### src/hw/rtl/bcm_pkg.sv
// Package for the battery cutoff monitor: action codes, register indexes
// and register reset values.
// Depends on nothing; used by battery_cutoff_monitor.
package bcm_pkg;

  // Action codes carried by a result transaction.
  localparam logic [1:0] ACT_NONE    = 2'd0;
  localparam logic [1:0] ACT_DISABLE = 2'd1;
  localparam logic [1:0] ACT_ENABLE  = 2'd2;
  localparam logic [1:0] ACT_SHIP    = 2'd3;

  // Register file geometry: seven 32-bit words at byte addresses 4*i.
  localparam int CFG_ADDR_W = 5;
  localparam int CFG_IDX_W  = 3;

  localparam logic [CFG_IDX_W-1:0] REG_WARNING_LEVEL    = 3'd0;
  localparam logic [CFG_IDX_W-1:0] REG_RECOVERY_LEVEL   = 3'd1;
  localparam logic [CFG_IDX_W-1:0] REG_CRITICAL_LEVEL   = 3'd2;
  localparam logic [CFG_IDX_W-1:0] REG_WARNING_CONFIRM  = 3'd3;
  localparam logic [CFG_IDX_W-1:0] REG_CRITICAL_CONFIRM = 3'd4;
  localparam logic [CFG_IDX_W-1:0] REG_PLAUSIBLE_LOW    = 3'd5;
  localparam logic [CFG_IDX_W-1:0] REG_PLAUSIBLE_HIGH   = 3'd6;

  // Reset values of the registers, in millivolts or samples.
  localparam logic [15:0] RST_WARNING_LEVEL    = 16'd3300;
  localparam logic [15:0] RST_RECOVERY_LEVEL   = 16'd3500;
  localparam logic [15:0] RST_CRITICAL_LEVEL   = 16'd3000;
  localparam logic [7:0]  RST_WARNING_CONFIRM  = 8'd3;
  localparam logic [7:0]  RST_CRITICAL_CONFIRM = 8'd3;
  localparam logic [15:0] RST_PLAUSIBLE_LOW    = 16'd2000;
  localparam logic [15:0] RST_PLAUSIBLE_HIGH   = 16'd4500;

endpackage

### src/hw/rtl/battery_cutoff_monitor.sv
// Battery cutoff monitor top level: sample stream in, action stream out,
// APB-style register port for thresholds and confirm counts.
// Depends on bcm_pkg.
//
// Channel   Direction  Signals                       Transaction contents
// s_*       in         s_tvalid s_tready s_tdata     sample_mv, external_power
// m_*       out        m_tvalid m_tready m_tdata     action
// APB       in/out     psel penable pwrite paddr ... register write or read
//
// Every accepted sample gives exactly one registered action, so one sample
// can be taken in every clock cycle while the skid register is free. The
// decision is a handful of 16-bit compares and two 8-bit counter updates
// between the input bus and the result register. A two-entry output stage
// (result register plus skid register) lets one further sample be taken
// while a result is stalled. Reset (rst, synchronous) clears the warning,
// both counters and the output stage, and restores the register reset values.
module battery_cutoff_monitor (
  input  logic                          clk,
  input  logic                          rst,
  // Sample stream.
  input  logic                          s_tvalid,
  output logic                          s_tready,
  input  logic [23:0]                   s_tdata,   // [15:0] sample_mv, [16] external_power
  // Action stream.
  output logic                          m_tvalid,
  input  logic                          m_tready,
  output logic [7:0]                    m_tdata,   // [1:0] action
  // Register port.
  input  logic                          psel,
  input  logic                          penable,
  input  logic                          pwrite,
  input  logic [bcm_pkg::CFG_ADDR_W-1:0] paddr,
  input  logic [31:0]                   pwdata,
  output logic [31:0]                   prdata,
  output logic                          pready
);

  // ---------------------------------------------------------------------
  // Configuration registers.
  // ---------------------------------------------------------------------
  logic [15:0] warning_level;
  logic [15:0] recovery_level;
  logic [15:0] critical_level;
  logic [7:0]  warning_confirm;
  logic [7:0]  critical_confirm;
  logic [15:0] plausible_low;
  logic [15:0] plausible_high;

  logic                           cfg_write;
  logic [bcm_pkg::CFG_IDX_W-1:0]  cfg_idx;

  assign pready    = 1'b1;
  assign cfg_write = psel && penable && pwrite && pready;
  // Word index; the two byte-offset bits are not decoded.
  assign cfg_idx   = paddr[bcm_pkg::CFG_ADDR_W-1:2];

  always_ff @(posedge clk) begin
    if (rst) begin
      warning_level    <= bcm_pkg::RST_WARNING_LEVEL;
      recovery_level   <= bcm_pkg::RST_RECOVERY_LEVEL;
      critical_level   <= bcm_pkg::RST_CRITICAL_LEVEL;
      warning_confirm  <= bcm_pkg::RST_WARNING_CONFIRM;
      critical_confirm <= bcm_pkg::RST_CRITICAL_CONFIRM;
      plausible_low    <= bcm_pkg::RST_PLAUSIBLE_LOW;
      plausible_high   <= bcm_pkg::RST_PLAUSIBLE_HIGH;
    end else if (cfg_write) begin
      case (cfg_idx)
        bcm_pkg::REG_WARNING_LEVEL:    warning_level    <= pwdata[15:0];
        bcm_pkg::REG_RECOVERY_LEVEL:   recovery_level   <= pwdata[15:0];
        bcm_pkg::REG_CRITICAL_LEVEL:   critical_level   <= pwdata[15:0];
        bcm_pkg::REG_WARNING_CONFIRM:  warning_confirm  <= pwdata[7:0];
        bcm_pkg::REG_CRITICAL_CONFIRM: critical_confirm <= pwdata[7:0];
        bcm_pkg::REG_PLAUSIBLE_LOW:    plausible_low    <= pwdata[15:0];
        bcm_pkg::REG_PLAUSIBLE_HIGH:   plausible_high   <= pwdata[15:0];
        default: begin
          // Writes to the unused word are dropped.
        end
      endcase
    end
  end

  always_comb begin
    case (cfg_idx)
      bcm_pkg::REG_WARNING_LEVEL:    prdata = {16'd0, warning_level};
      bcm_pkg::REG_RECOVERY_LEVEL:   prdata = {16'd0, recovery_level};
      bcm_pkg::REG_CRITICAL_LEVEL:   prdata = {16'd0, critical_level};
      bcm_pkg::REG_WARNING_CONFIRM:  prdata = {24'd0, warning_confirm};
      bcm_pkg::REG_CRITICAL_CONFIRM: prdata = {24'd0, critical_confirm};
      bcm_pkg::REG_PLAUSIBLE_LOW:    prdata = {16'd0, plausible_low};
      bcm_pkg::REG_PLAUSIBLE_HIGH:   prdata = {16'd0, plausible_high};
      default:                       prdata = 32'd0;
    endcase
  end

  // ---------------------------------------------------------------------
  // Decision logic. It works straight from the input bus and the held
  // state, and its result lands in the output stage at the same edge at
  // which the state is updated.
  // ---------------------------------------------------------------------
  logic        warning_on;
  logic [7:0]  low_count;
  logic [7:0]  critical_count;
  logic        warning_on_next;
  logic [7:0]  low_count_next;
  logic [7:0]  critical_count_next;
  logic [1:0]  action_next;

  logic [15:0] sample_mv;
  logic        external_power;
  logic        in_fire;
  logic        out_fire;
  logic        plausible;
  logic        is_low;
  logic        is_critical;
  logic [7:0]  low_inc;
  logic [7:0]  crit_inc;

  assign sample_mv      = s_tdata[15:0];
  assign external_power = s_tdata[16];
  assign in_fire        = s_tvalid && s_tready;
  assign out_fire       = m_tvalid && m_tready;

  // An inverted window makes every sample implausible, which these two
  // compares give without any special handling.
  assign plausible   = (sample_mv >= plausible_low) && (sample_mv <= plausible_high);
  assign is_low      = (sample_mv <= warning_level);
  assign is_critical = (sample_mv <= critical_level);

  // Saturating increments. A count already at or above its confirm value
  // (for instance after the confirm value was lowered) is held, so the
  // increment can never wrap.
  assign low_inc  = (low_count < warning_confirm) ? low_count + 8'd1 : low_count;
  assign crit_inc = (critical_count < critical_confirm) ? critical_count + 8'd1
                                                        : critical_count;

  always_comb begin
    warning_on_next     = warning_on;
    low_count_next      = low_count;
    critical_count_next = critical_count;
    action_next         = bcm_pkg::ACT_NONE;

    if (external_power) begin
      // On external supply everything clears and no action is taken.
      warning_on_next     = 1'b0;
      low_count_next      = 8'd0;
      critical_count_next = 8'd0;
    end else if (!plausible) begin
      // A reading outside the window breaks both runs but keeps the warning.
      low_count_next      = 8'd0;
      critical_count_next = 8'd0;
    end else begin
      if (is_low) begin
        if (!warning_on) begin
          low_count_next = low_inc;
          if (low_inc >= warning_confirm) begin
            warning_on_next = 1'b1;
            action_next     = bcm_pkg::ACT_DISABLE;
          end
        end
      end else begin
        low_count_next = 8'd0;
        if (warning_on && (sample_mv >= recovery_level)) begin
          warning_on_next = 1'b0;
          action_next     = bcm_pkg::ACT_ENABLE;
        end
      end

      // Ship mode overrides the warning action but not its state change.
      if (is_critical) begin
        critical_count_next = crit_inc;
        if (crit_inc >= critical_confirm) begin
          action_next = bcm_pkg::ACT_SHIP;
        end
      end else begin
        critical_count_next = 8'd0;
      end
    end
  end

  always_ff @(posedge clk) begin
    if (rst) begin
      warning_on     <= 1'b0;
      low_count      <= 8'd0;
      critical_count <= 8'd0;
    end else if (in_fire) begin
      warning_on     <= warning_on_next;
      low_count      <= low_count_next;
      critical_count <= critical_count_next;
    end
  end

  // ---------------------------------------------------------------------
  // Output stage: result register plus one skid register. The input side
  // is ready whenever the skid register is free, so a stalled result does
  // not stop the next sample from being taken.
  // ---------------------------------------------------------------------
  logic        out_valid;
  logic [1:0]  out_action;
  logic        skid_valid;
  logic [1:0]  skid_action;

  assign s_tready = !skid_valid;
  assign m_tvalid = out_valid;
  assign m_tdata  = {6'd0, out_action};

  always_ff @(posedge clk) begin
    if (rst) begin
      out_valid  <= 1'b0;
      skid_valid <= 1'b0;
    end else begin
      if (out_fire || !out_valid) begin
        // The result register is free: refill from the skid register first,
        // else from a new transaction.
        out_valid  <= skid_valid || in_fire;
        skid_valid <= 1'b0;
      end else if (in_fire) begin
        skid_valid <= 1'b1;
      end
    end
  end

  always_ff @(posedge clk) begin
    if (out_fire || !out_valid) begin
      out_action <= skid_valid ? skid_action : action_next;
    end
    if (in_fire && out_valid && !out_fire) begin
      skid_action <= action_next;
    end
  end

  // ---------------------------------------------------------------------
  // Assertions.
  // ---------------------------------------------------------------------
  a_skid_implies_out : assert property (@(posedge clk) disable iff (rst)
    skid_valid |-> out_valid)
    else $error("skid register holds a result while the result register is empty");

  a_skid_drains : assert property (@(posedge clk) disable iff (rst)
    (skid_valid && m_tready) |=> (m_tvalid && !skid_valid))
    else $error("skid register did not move into the result register");

  a_ext_clears : assert property (@(posedge clk) disable iff (rst)
    (in_fire && external_power) |=>
      (!warning_on && (low_count == 8'd0) && (critical_count == 8'd0)))
    else $error("external power did not clear the monitor state");

  a_implausible_clears : assert property (@(posedge clk) disable iff (rst)
    (in_fire && !external_power && !plausible) |=>
      ((low_count == 8'd0) && (critical_count == 8'd0) && $stable(warning_on)))
    else $error("implausible sample did not clear the counters");

endmodule
### config.mk
export PLATFORM = sky130hd
export DESIGN_NAME = battery_cutoff_monitor
export DESIGN_NICKNAME = d
export VERILOG_FILES = /design/src/hw/rtl/bcm_pkg.sv /design/src/hw/rtl/battery_cutoff_monitor.sv
export SDC_FILE = /design/constraint.sdc
export NUM_CORES = 1
export LEC_CHECK = 0
export BUFFER_PORTS_ARGS = -buffer_cell sky130_fd_sc_hd__buf_2
export CAP_MARGIN = 30
export CORE_MARGIN = 2
export CORE_UTILIZATION = 30
export DETAILED_ROUTE_END_ITERATION = 10
export GPL_TIMING_DRIVEN = 0
export PLACE_DENSITY = 0.44
export RECOVER_POWER = 50
export SETUP_SLACK_MARGIN = 0.15
export SYNTH_ARGS = -nofsm -noshare
export SYNTH_HDL_FRONTEND = slang
export SYNTH_SLANG_ARGS = --single-unit
### constraint.sdc
create_clock -name clk -period 3.8 [get_ports clk]
set_input_delay 0.38 -clock clk [delete_from_list [all_inputs] [get_ports clk]]
set_output_delay 0.38 -clock clk [all_outputs]
set_load 0.02 [all_outputs]
; Word-level counts from Yosys, hierarchy flattened
; Index checks and enable logic that the tools add are counted.
[classes]
div_mod_pow = 0
muxes = 25
multipliers = 0
n_lt_le_gt_ge = 9
reduce_logical = 26
shifts = 0
n_bitwise = 0
eq_ne = 7
addsub = 2
[op_table]
columns = op, n
row1 = one-hot mux 16 bit (7 select lines), 1
row2 = 2-to-1 mux 8 bit, 9
row3 = less-or-equal comparator 16 bit, 3
row4 = greater-or-equal comparator 16 bit, 2
row5 = adder 8 x 1 -> 8 bit (second input constant), 2
row6 = greater-or-equal comparator 8 bit, 2
row7 = < comparator 8 bit, 2
row8 = AND reduction 2 bit, 8
row9 = 2-to-1 mux 2 bit, 7
row10 = equality test 3 bit (second input constant), 3
row11 = logical AND 1 bit, 8
row12 = 2-to-1 mux 1 bit, 8
row13 = equality test 3 x 2 -> 1 bit (second input constant), 2
row14 = != test 4 bit (second input constant), 1
row15 = equality test 3 x 1 -> 1 bit (second input constant), 1
row16 = logical NOT 1 bit, 3
row17 = logical NOT 3 bit, 1
row18 = AND reduction 3 bit, 1
row19 = nonzero test 3 bit, 1
row20 = logical OR 1 bit, 2
row21 = nonzero test 2 bit, 1
row22 = OR reduction 2 bit, 1
[totals]
wordCells = 83
romBits = 0
mem_count = 0
input_bits = 68
latch_bits = 0
ff_bits = 119
out_inout_bits = 43
ram_bits = 0

; Depth between registers and ports, before layout
; Gate-level depths: netlist of run 1.
[depth]
ltp_word = 11
mapped_depth = 16
depth_no_buf = 15

; Worst setup path before layout of run 1
; No wires, ideal clock.
[synth_path]
path_kind = reg-to-reg
start = register warning_confirm[1]
end = register out_action[0] (data pin)
path_stages_with_launch = 16
setup_ns = 0.264
period_less_slack_ns = 3.110
n_path_buf = 1
setup_slack_ns = 0.690
required_time_ns = 3.536
t_arrival_ns = 2.846
cell_sequence = dfxtp_1 -> inv_1 -> ha_1 -> a2111oi_2 -> o31ai_1 -> buf_2 -> nor2_1 -> xor2_1 -> ha_1 -> a21o_1 -> a31oi_1 -> o21ai_0 -> a211oi_1 -> o21bai_1 -> a32oi_1 -> o21ai_0
[synth_between]
elab_chain_len = 11
[synth_lines]
columns = item, line
row1 = "start, declared", battery_cutoff_monitor.sv:44  ; logic [7:0] warning_confirm;
row2 = "start signal, assigned", battery_cutoff_monitor.sv:62  ; warning_confirm <= bcm_pkg::RST_WARNING_CONFIRM;
row3 = "start signal, assigned", battery_cutoff_monitor.sv:71  ; bcm_pkg::REG_WARNING_CONFIRM: warning_confirm <= pwdata[7:0];
row4 = < comparator 8 bit, battery_cutoff_monitor.sv:132  ; assign low_inc = (low_count < warning_confirm) ? low_count + 8'd1 : low_count;
row5 = 2-to-1 mux 8 bit, battery_cutoff_monitor.sv:132
row6 = greater-or-equal comparator 8 bit (*), battery_cutoff_monitor.sv:155  ; if (low_inc >= warning_confirm) begin
row7 = 2-to-1 mux 1 bit (*), battery_cutoff_monitor.sv:155
row8 = 2-to-1 mux 1 bit (*), battery_cutoff_monitor.sv:153  ; if (!warning_on) begin
row9 = 2-to-1 mux 2 bit (*), battery_cutoff_monitor.sv:152  ; if (is_low) begin
row10 = 2-to-1 mux 2 bit, battery_cutoff_monitor.sv:171  ; if (crit_inc >= critical_confirm) begin
row11 = 2-to-1 mux 2 bit (*), battery_cutoff_monitor.sv:169  ; if (is_critical) begin
row12 = 2-to-1 mux 2 bit (*), battery_cutoff_monitor.sv:147  ; end else if (!plausible) begin
row13 = 2-to-1 mux 2 bit (*), battery_cutoff_monitor.sv:142  ; if (external_power) begin
row14 = 2-to-1 mux 2 bit (*), battery_cutoff_monitor.sv:224  ; out_action <= skid_valid ? skid_action : action_next;
row15 = "end signal, assigned", battery_cutoff_monitor.sv:224
row16 = "end, declared", battery_cutoff_monitor.sv:198  ; logic [1:0] out_action;
; Every way passes the cells marked *; elsewhere a longest branch is shown, timed or not.
; A chain may end at the register's enable or synchronous reset.

; Worst setup path in the final report of run 1
[layout_path]
start = register critical_confirm[1]
end = register out_action[0] (data pin)
[layout_between]
elab_chain_len = 8
[layout_lines]
columns = item, line
row1 = "start, declared", battery_cutoff_monitor.sv:45  ; logic [7:0] critical_confirm;
row2 = "start signal, assigned", battery_cutoff_monitor.sv:63  ; critical_confirm <= bcm_pkg::RST_CRITICAL_CONFIRM;
row3 = "start signal, assigned", battery_cutoff_monitor.sv:72  ; bcm_pkg::REG_CRITICAL_CONFIRM: critical_confirm <= pwdata[7:0];
row4 = < comparator 8 bit, battery_cutoff_monitor.sv:133  ; assign crit_inc = (critical_count < critical_confirm) ? critical_count + 8'd1
row5 = 2-to-1 mux 8 bit, battery_cutoff_monitor.sv:133
row6 = greater-or-equal comparator 8 bit (*), battery_cutoff_monitor.sv:171
row7 = 2-to-1 mux 2 bit (*), battery_cutoff_monitor.sv:171
row8 = 2-to-1 mux 2 bit (*), battery_cutoff_monitor.sv:169
row9 = 2-to-1 mux 2 bit (*), battery_cutoff_monitor.sv:147
row10 = 2-to-1 mux 2 bit (*), battery_cutoff_monitor.sv:142
row11 = 2-to-1 mux 2 bit (*), battery_cutoff_monitor.sv:224
; Marked as above.

==> metrics.yaml, run 1 <==
totalPowerFinal_uw: 3358
critPathRequiredTime_ps: 3960
post-route-period-util_pct: 92.13
setup_viol: 0
clk_latency_ps: 420
path_delay_family: "compound AO/OA/AOI/OAI gates"
grt_util_all_layers_pct: 21.80
worst_slack_ps: 299.0
p_seq_share_pct: 38.0
rows: 60
sw_frac_of_total_pct: 27.92
violations: "capacitance limit, slew limit"
vias: 7614
firstDrtPassIters: 5
synth_xor_area_share_pct: 1.468
ys_seq_elements: 119
cts_buffers: 17
place_ws_ps: -20.19
cap_violations: 1
netlist-cell-type-count: 58
hp-class: "in2reg"
drc: 0
io_buffers: 59
yosys.area.top_type: "dfxtp_1"
p_int_uw: 2420
wl_per_cell_um: 20.45
drt_iter0_markers: 406
crit_type: "reg2reg"
startpoint: "critical_confirm[1]$_SDFFE_PP1P_"
seq_area_frac_synth_pct: 29.29
ios: 111
hold_path_depth: 2
worst_slew_pin_slew_ps: 1618
grt_pass1_wl_um: 46000
syn_avg_cell_area_um2: 7.883
rsz0062_at_grt: "yes"
yosys.area_share.adder_pct: 16.95
synth_compound_gate_area_share_pct: 19.35
register_area_um2: 2424
power_frac_clock_pct: 49.0
pwr-share-comb_pct: 13.0
multiInputGateArea_um2: 5261
mostFrequentLayoutCell: "nand2_1"
finalWeightedCongestion: 0.8938
drt_wl_total_um: 30840
power_leakage_uw: 0.004173
run_status: "finished with violations"
switching_power_uw: 937.6
reg2reg_from: "critical_confirm[1]$_SDFFE_PP1P_"
synthSimpleGateAreaFrac_pct: 19.10
synth_top_family_by_area: "compound AO/OA/AOI/OAI gates"
r2r_cells: 15
area_growth_pct: 18.34
synth_edf_count: 4
syn_inst: 1049
arrival_ps: 3660
coreArea_um2: 27030
p_per_area_nw_per_um2: 343.1
slowest_delay_ps: 370
root_buffer: "clkbuf_16"
die_x_um: 170.0
worst_setup_path_end_kind: "flop"
clock_sinks: 119
synth_top_area_share_pct: 27.84
htreeDepth: 4
maxSlewHeadroom_pct: -8.724
fmax_ghz: 0.2856
layout-drive-gt1-share_pct: 12.26
cp_cell_sequence: "inv_1, ha_1, a21o_1, a211o_1, a211o_4, xor2_1, inv_1, ha_1, a21oi_1, o21ai_0, a21o_1, a31oi_2, o21bai_2, a32oi_2, o21ai_0"
synthArstFlopShare_pct: 0
hold_viol: 0
muxShareOfSynthArea_pct: 4.751
vias_per_cell: 5.049
synthFlopType: "dfxtp_1"
synthTopCellsByArea: "dfxtp_1, ha_1, nand2_1"
crit_buf_inv: 2
netlist_area_um2: 8269
slew_violations: 8
final.setup.tns_ps: 0
cp-start-kind: "flop"
utilization_pct: 36.21
nets: 1333
antenna_found_initial: 2
die_y_um: 170.0
timing.rr.end: "out_action[0]$_DFFE_PP_"
clock_path_buffers: 2
grt_pass1_vias: 7497
fin_crit_ps: 3501
clk_pin_slew_ps: 60
grt_max_degree: 17
min-delay-start: "pwdata[8]"
dpl.hpwl_um: 23440
irDropWorstVdd_mv: 0.2061
drtAntennaViolNets: 0
fillCellCount: 2929
die_area_um2: 28910
yosysWarnings: 0
critPathSlowestCell: "a211o_4"
start_util_pct: 30.60
mostFrequentLayoutCells: "nand2_1, dfxtp_1, ha_1"
grt_overflow: 0
fin_worst_skew_ps: 8.338
rrSetupSlack_ps: 300
hold_end: "recovery_level[8]$_SDFFE_PP1P_"
cts_tree: "yes"
path_max_fanout: 5
-- cell usage after synthesis (all sizes together), types with 3 or more instances --
cell type	count
a211o	32
a211oi	10
a21boi	3
a21o	12
a21oi	97
a221oi	4
a22oi	13
a31oi	8
and4	6
buf	30
clkbuf	40
dfxtp	115
edfxtp	4
ha	112
inv	104
mux2i	28
mux4	4
nand2	168
nand2b	10
nand3	16
nand3b	6
nand4	19
nand4b	3
nor2	73
nor2b	15
nor3	11
nor4	6
o211ai	11
o21a	6
o21ai	35
or2	3
or3	4
xnor2	8
xor2	5
-- state kept, by name (all words and copies together) (netlist names) --
signal            cells
low_count             8
skid_action           2
warning_level        16
m_tvalid              1
plausible_low        16
critical_level       16
critical_confirm      8
warning_confirm       8
critical_count        8
skid_valid            1
warning_on            1
recovery_level       16
out_action            2
plausible_high       16
-- final cells by class --
type	instances	area share (%)
Clock inverter	12	1.279
Clock buffer	20	4.769
Antenna cell	1	0.02557
Tap cell	341	4.360
Buffer	70	3.657
Sequential cell	119	24.77
Inverter	104	3.989
Multi-Input combinational cell	777	53.77
Timing Repair Buffer	64	3.388
-- worst max path at each step --
| stage | to | slack (ps) | cells past startpoint |
|---|---|---|---|
| after global placement | out_action[0]$_DFFE_PP_ | -70 | 15 |
| final | out_action[0]$_DFFE_PP_ | 300 | 15 |
| after floorplan | out_action[0]$_DFFE_PP_ | 690 | 15 |
| after CTS | out_action[0]$_DFFE_PP_ | 180 | 15 |
| after global routing | out_action[0]$_DFFE_PP_ | 120 | 15 |
| after detailed placement | out_action[0]$_DFFE_PP_ | -20 | 15 |
-- per-stage QoR --
stage,hold slack (ps),area [um2],std cells
floorplan,436.3,8348,1070
global placement,445.1,9070,1470
detailed placement,450.5,9086,1471
CTS,233.2,9728,1506
global route,239.1,9783,1507
finish,240.2,9786,1508
-- routing by layer --
metal	routed length, um	GRT usage (%)
met1	13130	25.94
met2	15390	39.36
met3	1583	4.535
met4	722	6.503
met5	13	0
-- cell families after synthesis --
family / Yosys count
AND/OR/NAND/NOR: 346
AO/OA/AOI/OAI: 249
buffers and inverters: 174
flip-flops: 119
adder cells (fa/ha/maj): 112
multiplexers: 34
XOR/XNOR: 13
other: 2
-- power by group through the flow --
stage	Sequential, uW	Clock (uW)	Combinational, uW
final	1270	1650	436
after global routing	1280	1730	477
after CTS	1270	1680	435
after detailed placement	1300	0	433
after global placement	1300	0	431
after floorplan	1300	0	249
-- repair_timing --
action	CTS	global route
endpoints found under the setup margin	3	5
hold buffers	0	0
pin swaps	1	2
setup buffers	3	0
resized for setup	5	13
Note: power is estimated with default switching activity, not from simulation.
==> run 2: changes to the inputs <==
- clock period: 3.8 -> 4.37 ns (I/O delays scaled with it)
==> metrics.yaml, run 2 (synthesis gave the netlist of run 1 again) <==
io_buffers: 59
cp-start-kind: "flop"
maxSlewHeadroom_pct: -6.066
cts_tree: "yes"
fin_crit_ps: 3869
root_buffer: "clkbuf_16"
finish.instance_area_um2: 9678
die_area_um2: 28910
irDropWorstVdd_mv: 0.1806
coreArea_um2: 27030
power_leakage_uw: 0.004123
wl_met3_um: 1475
mostFrequentLayoutCell: "nand2_1"
critPathRequiredTime_ps: 4530
cts-resized-gates: 0
fin_hold_ws_ps: 297.5
worst_slew_pin_slew_ps: 1579
setup_viol: 0
startpoint: "warning_confirm[1]$_SDFFE_PP1P_"
hp-class: "in2reg"
switching_power_uw: 814.9
clock_sinks: 119
ios: 111
fmax_ghz: 0.2585
cp-endpoint: "out_action[0]$_DFFE_PP_"
r2r_cells: 15
vias_per_cell: 5.073
rrSetupSlack_ps: 500
cts_buffers: 17
drt_wl_total_um: 30820
clk_pin_slew_ps: 60
grt_pass1_vias: 7474
grt_pass1_wl_um: 45880
postCtsHoldBufs: 0
slew_violations: 8
crit_type: "reg2reg"
totalPowerFinal_uw: 2919
cp_cell_sequence: "inv_1, ha_1, a2111oi_2, o31ai_1, buf_2, nor2_1, xor2_1, ha_1, a21o_1, a31oi_1, o21ai_0, a211oi_1, o21bai_1, a32oi_1, o21ai_0"
grt_overflow: 0
worst_setup_path_end_kind: "flop"
critPathSlowestCell: "dfxtp_1"
wl_met2_um: 15340
final.setup.tns_ps: 0
nets: 1330
drc: 0
wl_met1_um: 13300
area_growth_pct: 17.04
p_seq_share_pct: 38.0
rsz0062_at_grt: "no"
pwr-share-comb_pct: 13.0
fillCellCount: 2933
reg2reg_from: "warning_confirm[1]$_SDFFE_PP1P_"
p_int_uw: 2104
layout-drive-gt1-share_pct: 11.01
path_max_fanout: 10
arrival_ps: 4020
power_frac_clock_pct: 49.0
vias: 7635
hold_viol: 0
firstDrtPassIters: 7
clk_latency_ps: 420
cap_violations: 1
grt_max_degree: 17
clock_path_buffers: 2
place_ws_ps: 549.8
post-route-period-util_pct: 88.52
antenna_found_initial: 2
place_area_um2: 9086
slowest_delay_ps: 350
htreeDepth: 4
fin_worst_skew_ps: 8.215
mostFrequentLayoutCells: "nand2_1, dfxtp_1, ha_1"
run_status: "finished with violations"
worst_slack_ps: 501.5
drtAntennaViolNets: 0
sw_frac_of_total_pct: 27.92
die_y_um: 170.0
dr.max_layer_used: "met5"
rows: 60
post-cts-setup-buffers: 0
finalWeightedCongestion: 0.8938
die_x_um: 170.0
grt_util_all_layers_pct: 21.76
timing.rr.end: "out_action[0]$_DFFE_PP_"
violations: "capacitance limit, slew limit"
dpl.hpwl_um: 23440
wl_per_cell_um: 20.48
start_util_pct: 30.60
drt_iter0_markers: 394
p_per_area_nw_per_um2: 301.6
run 2: changes by cell type in the layout (fill, tap and decap cells not counted), moves of 2 or more:
cell / change
buf_4: -4
o21bai_2: -2
a32oi_1: +2
o21bai_1: +2
a32oi_2: -2
run 2: layer usage:
| layer | vias to the layer above | global-route usage, % |
|---|---|---|
| met5 | - | 0 |
| met4 | 2 | 6.503 |
| met3 | 42 | 4.535 |
| met2 | 185 | 39.27 |
| met1 | 3569 | 25.88 |
| li1 | 3837 | - |
run 2: metrics by stage:
step | instances | util [%]
2_1_floorplan | 1070 | -
3_3_place_gp | 1470 | 33.56
3_5_place_dp | 1471 | 33.62
4_1_cts | 1503 | 35.81
5_1_grt | 1504 | 35.80
6_report | 1505 | 35.81
run 2: how the worst min path moves through the flow:
stage	startpoint	endpoint	slack, ps	cells past startpoint
floorplan	critical_level[2]$_SDFFE_PP0P_	critical_level[2]$_SDFFE_PP0P_	440	2
global placement	warning_level[4]$_SDFFE_PP0P_	warning_level[4]$_SDFFE_PP0P_	450	2
detailed placement	warning_level[4]$_SDFFE_PP0P_	warning_level[4]$_SDFFE_PP0P_	450	2
CTS	pwdata[8]	recovery_level[8]$_SDFFE_PP1P_	290	2
global route	s_tdata[16]	warning_on$_SDFFE_PP0P_	300	2
finish	pwdata[8]	recovery_level[8]$_SDFFE_PP1P_	300	2
run 2: worst max-delay path: cells and delay by family (launching register included):
kind	cells	cell delay (ps)
xor+xnor	1	190
fa+ha+maj	2	580
simple gates	1	280
compound gates	9	1870
flops	1	350
buf+inv	2	330
run 2: area by class of cell:
cell class	instances	area (um2)	area share, %
multi-input combinational	777	5181	53.54
sequential	119	2422	25.03
clock buffer	20	466.7	4.822
tap	341	426.7	4.409
inverter	104	390.4	4.034
buffer	70	354.1	3.659
timing repair buffer	61	309.0	3.193
clock inverter	12	125.1	1.293
antenna	1	2.502	0.02586
run 2: power by group through the flow:
stage	sequential, uW	combinational [uW]	clock, uW
global placement	1130	375	0
finish	1110	379	1430
detailed placement	1130	376	0
floorplan	1130	217	0
CTS	1110	378	1460
global route	1110	413	1500
==> run 3: changes to the inputs <==
- CTS_BUF_LIST: unset -> sky130_fd_sc_hd__clkbuf_16
- GPL_TIMING_DRIVEN: 0 -> unset
==> metrics.yaml, run 3 (synthesis gave the netlist of run 1 again) <==
vias: 7291
critPathSlowestCell: "clkbuf_1"
diodes: 0
layout-drive-gt1-share_pct: 10.75
die_y_um: 170.0
start_util_pct: 30.60
root_buffer: "clkbuf_16"
dpl.hpwl_um: 19340
violations: "capacitance limit, slew limit"
hold_viol: 0
grt_pass1_wl_um: 40650
clock_path_buffers: 2
final_cells: 1448
grt_max_degree: 77
power_leakage_uw: 0.004011
drtAntennaViolNets: 0
wl_met2_um: 12540
path_max_fanout: 76
critPathRequiredTime_ps: 4680
cts_buffers: 17
path_delay_family: "buffers and inverters"
irDropWorstVdd_mv: 0.1967
dr.max_layer_used: "met5"
final.setup.tns_ps: 0
slowest_delay_ps: 2610
drt_iter0_markers: 379
rsz0062_at_grt: "no"
drt_wl_total_um: 26250
fmax_ghz: 0.2688
fillCellCount: 2877
wl_per_cell_um: 18.13
hold_path_depth: 2
fin_worst_skew_ps: 7.659
ios: 111
post-route-period-util_pct: 85.13
maxSlewHeadroom_pct: -152.4
clk_pin_slew_ps: 60
drc: 0
area_growth_pct: 13.66
clock_sinks: 119
nets: 1275
path_depth: 4
p_per_area_nw_per_um2: 298.6
firstDrtPassIters: 5
htreeDepth: 4
run_status: "finished with violations"
arrival_ps: 4030
cts-resized-gates: 0
wl_met3_um: 860
worst_setup_path_end_kind: "flop"
crit_type: "in2reg"
cap_violations: 1
finalWeightedCongestion: 0.7948
setup_viol: 0
mostFrequentLayoutCells: "nand2_1, dfxtp_1, ha_1"
slew_violations: 77
crit_buf_inv: 1
postCtsHoldBufs: 0
io_buffers: 62
coreArea_um2: 27030
post-cts-setup-buffers: 0
wl_met1_um: 12240
die_area_um2: 28910
cp_cell_sequence: "clkbuf_1, nor2_1, nand2_1, o21ai_0"
grt_overflow: 0
worst_slew_pin_slew_ps: 3786
clk_latency_ps: 420
dp_cells: 1417
grt_pass1_vias: 7069
die_x_um: 170.0
r2r_cells: 15
fin_crit_ps: 3720
cp-start-kind: "primary input"
hp-class: "in2reg"
vias_per_cell: 5.035
grt_util_all_layers_pct: 18.63
antenna_found_initial: 1
mostFrequentLayoutCell: "nand2_1"
rows: 60
cts_tree: "yes"
run 3: cell count changes in the layout (fill, tap and decap cells not counted), sizes merged:
cell / delta
clkinvlp: -3
clkinv: +4
diode: -1
inv: +1
clkbuf: -43
buf: -15
run 3: cell type report:
class / instances / area, um2 / share of cell area [%]
Timing Repair Buffer: 76 / 416.7 / 4.433
Sequential cell: 119 / 2422 / 25.77
Multi-Input combinational cell: 777 / 5199 / 55.31
Clock inverter: 14 / 118.9 / 1.265
Inverter: 104 / 390.4 / 4.153
Clock buffer: 17 / 425.4 / 4.526
Tap cell: 341 / 426.7 / 4.539
run 3: worst reg2reg max path: stages, from the launching register on:
cell       delay, ps
dfxtp_1          330
inv_1            100
ha_1             320
a2111oi_2        300
o31ai_1          120
buf_4            190
nor2_1           230
xor2_1           180
ha_1             260
a21o_1           180
a31oi_1          170
o21ai_0          120
a211oi_1         240
o21bai_1         140
a32oi_1          280
o21ai_0          140
run 3: final timing paths:
path / from / endpoint / slack [ps]
setup / recovery: rst / critical_count[5]$_SDFFE_PP0P_ / 650
hold / removal: s_tdata[16] / warning_on$_SDFFE_PP0P_ / 290
setup reg to reg: warning_confirm[1]$_SDFFE_PP1P_ / out_action[0]$_DFFE_PP_ / 800
hold reg to reg: critical_level[2]$_SDFFE_PP0P_ / critical_level[2]$_SDFFE_PP0P_ / 460
run 3: power by group:
group          switching (uW)  internal, uW  leakage (uW)  total (uW)
Combinational             229           107       0.00276         336
Sequential               7.01          1100      0.000971        1110
Clock                     542           820      0.000281        1360
Total                     778          2030       0.00401        2810
run 3: through the flow:
stage / area, um2 / power (uW) / util, % / setup WS, ps / hold slack (ps)
final: 9399 / 2806 / 34.78 / 649.8 / 290.2
after global placement: 8841 / 1469 / 32.71 / 782.3 / 444.7
after detailed placement: 8864 / 1471 / 32.80 / 741.6 / 447.7
after global routing: 9399 / 2911 / 34.78 / 208.9 / 296.0
after CTS: 9408 / 2838 / 34.81 / 699.6 / 274.9
after floorplan: 8348 / 1349 / - / 1260 / 436.3
run 3: layer usage:
metal | up-vias | GRT usage [%]
met5 | - | 0
met4 | 2 | 5.686
met3 | 33 | 3.000
met2 | 133 | 31.94
met1 | 3414 | 24.01
li1 | 3709 | -
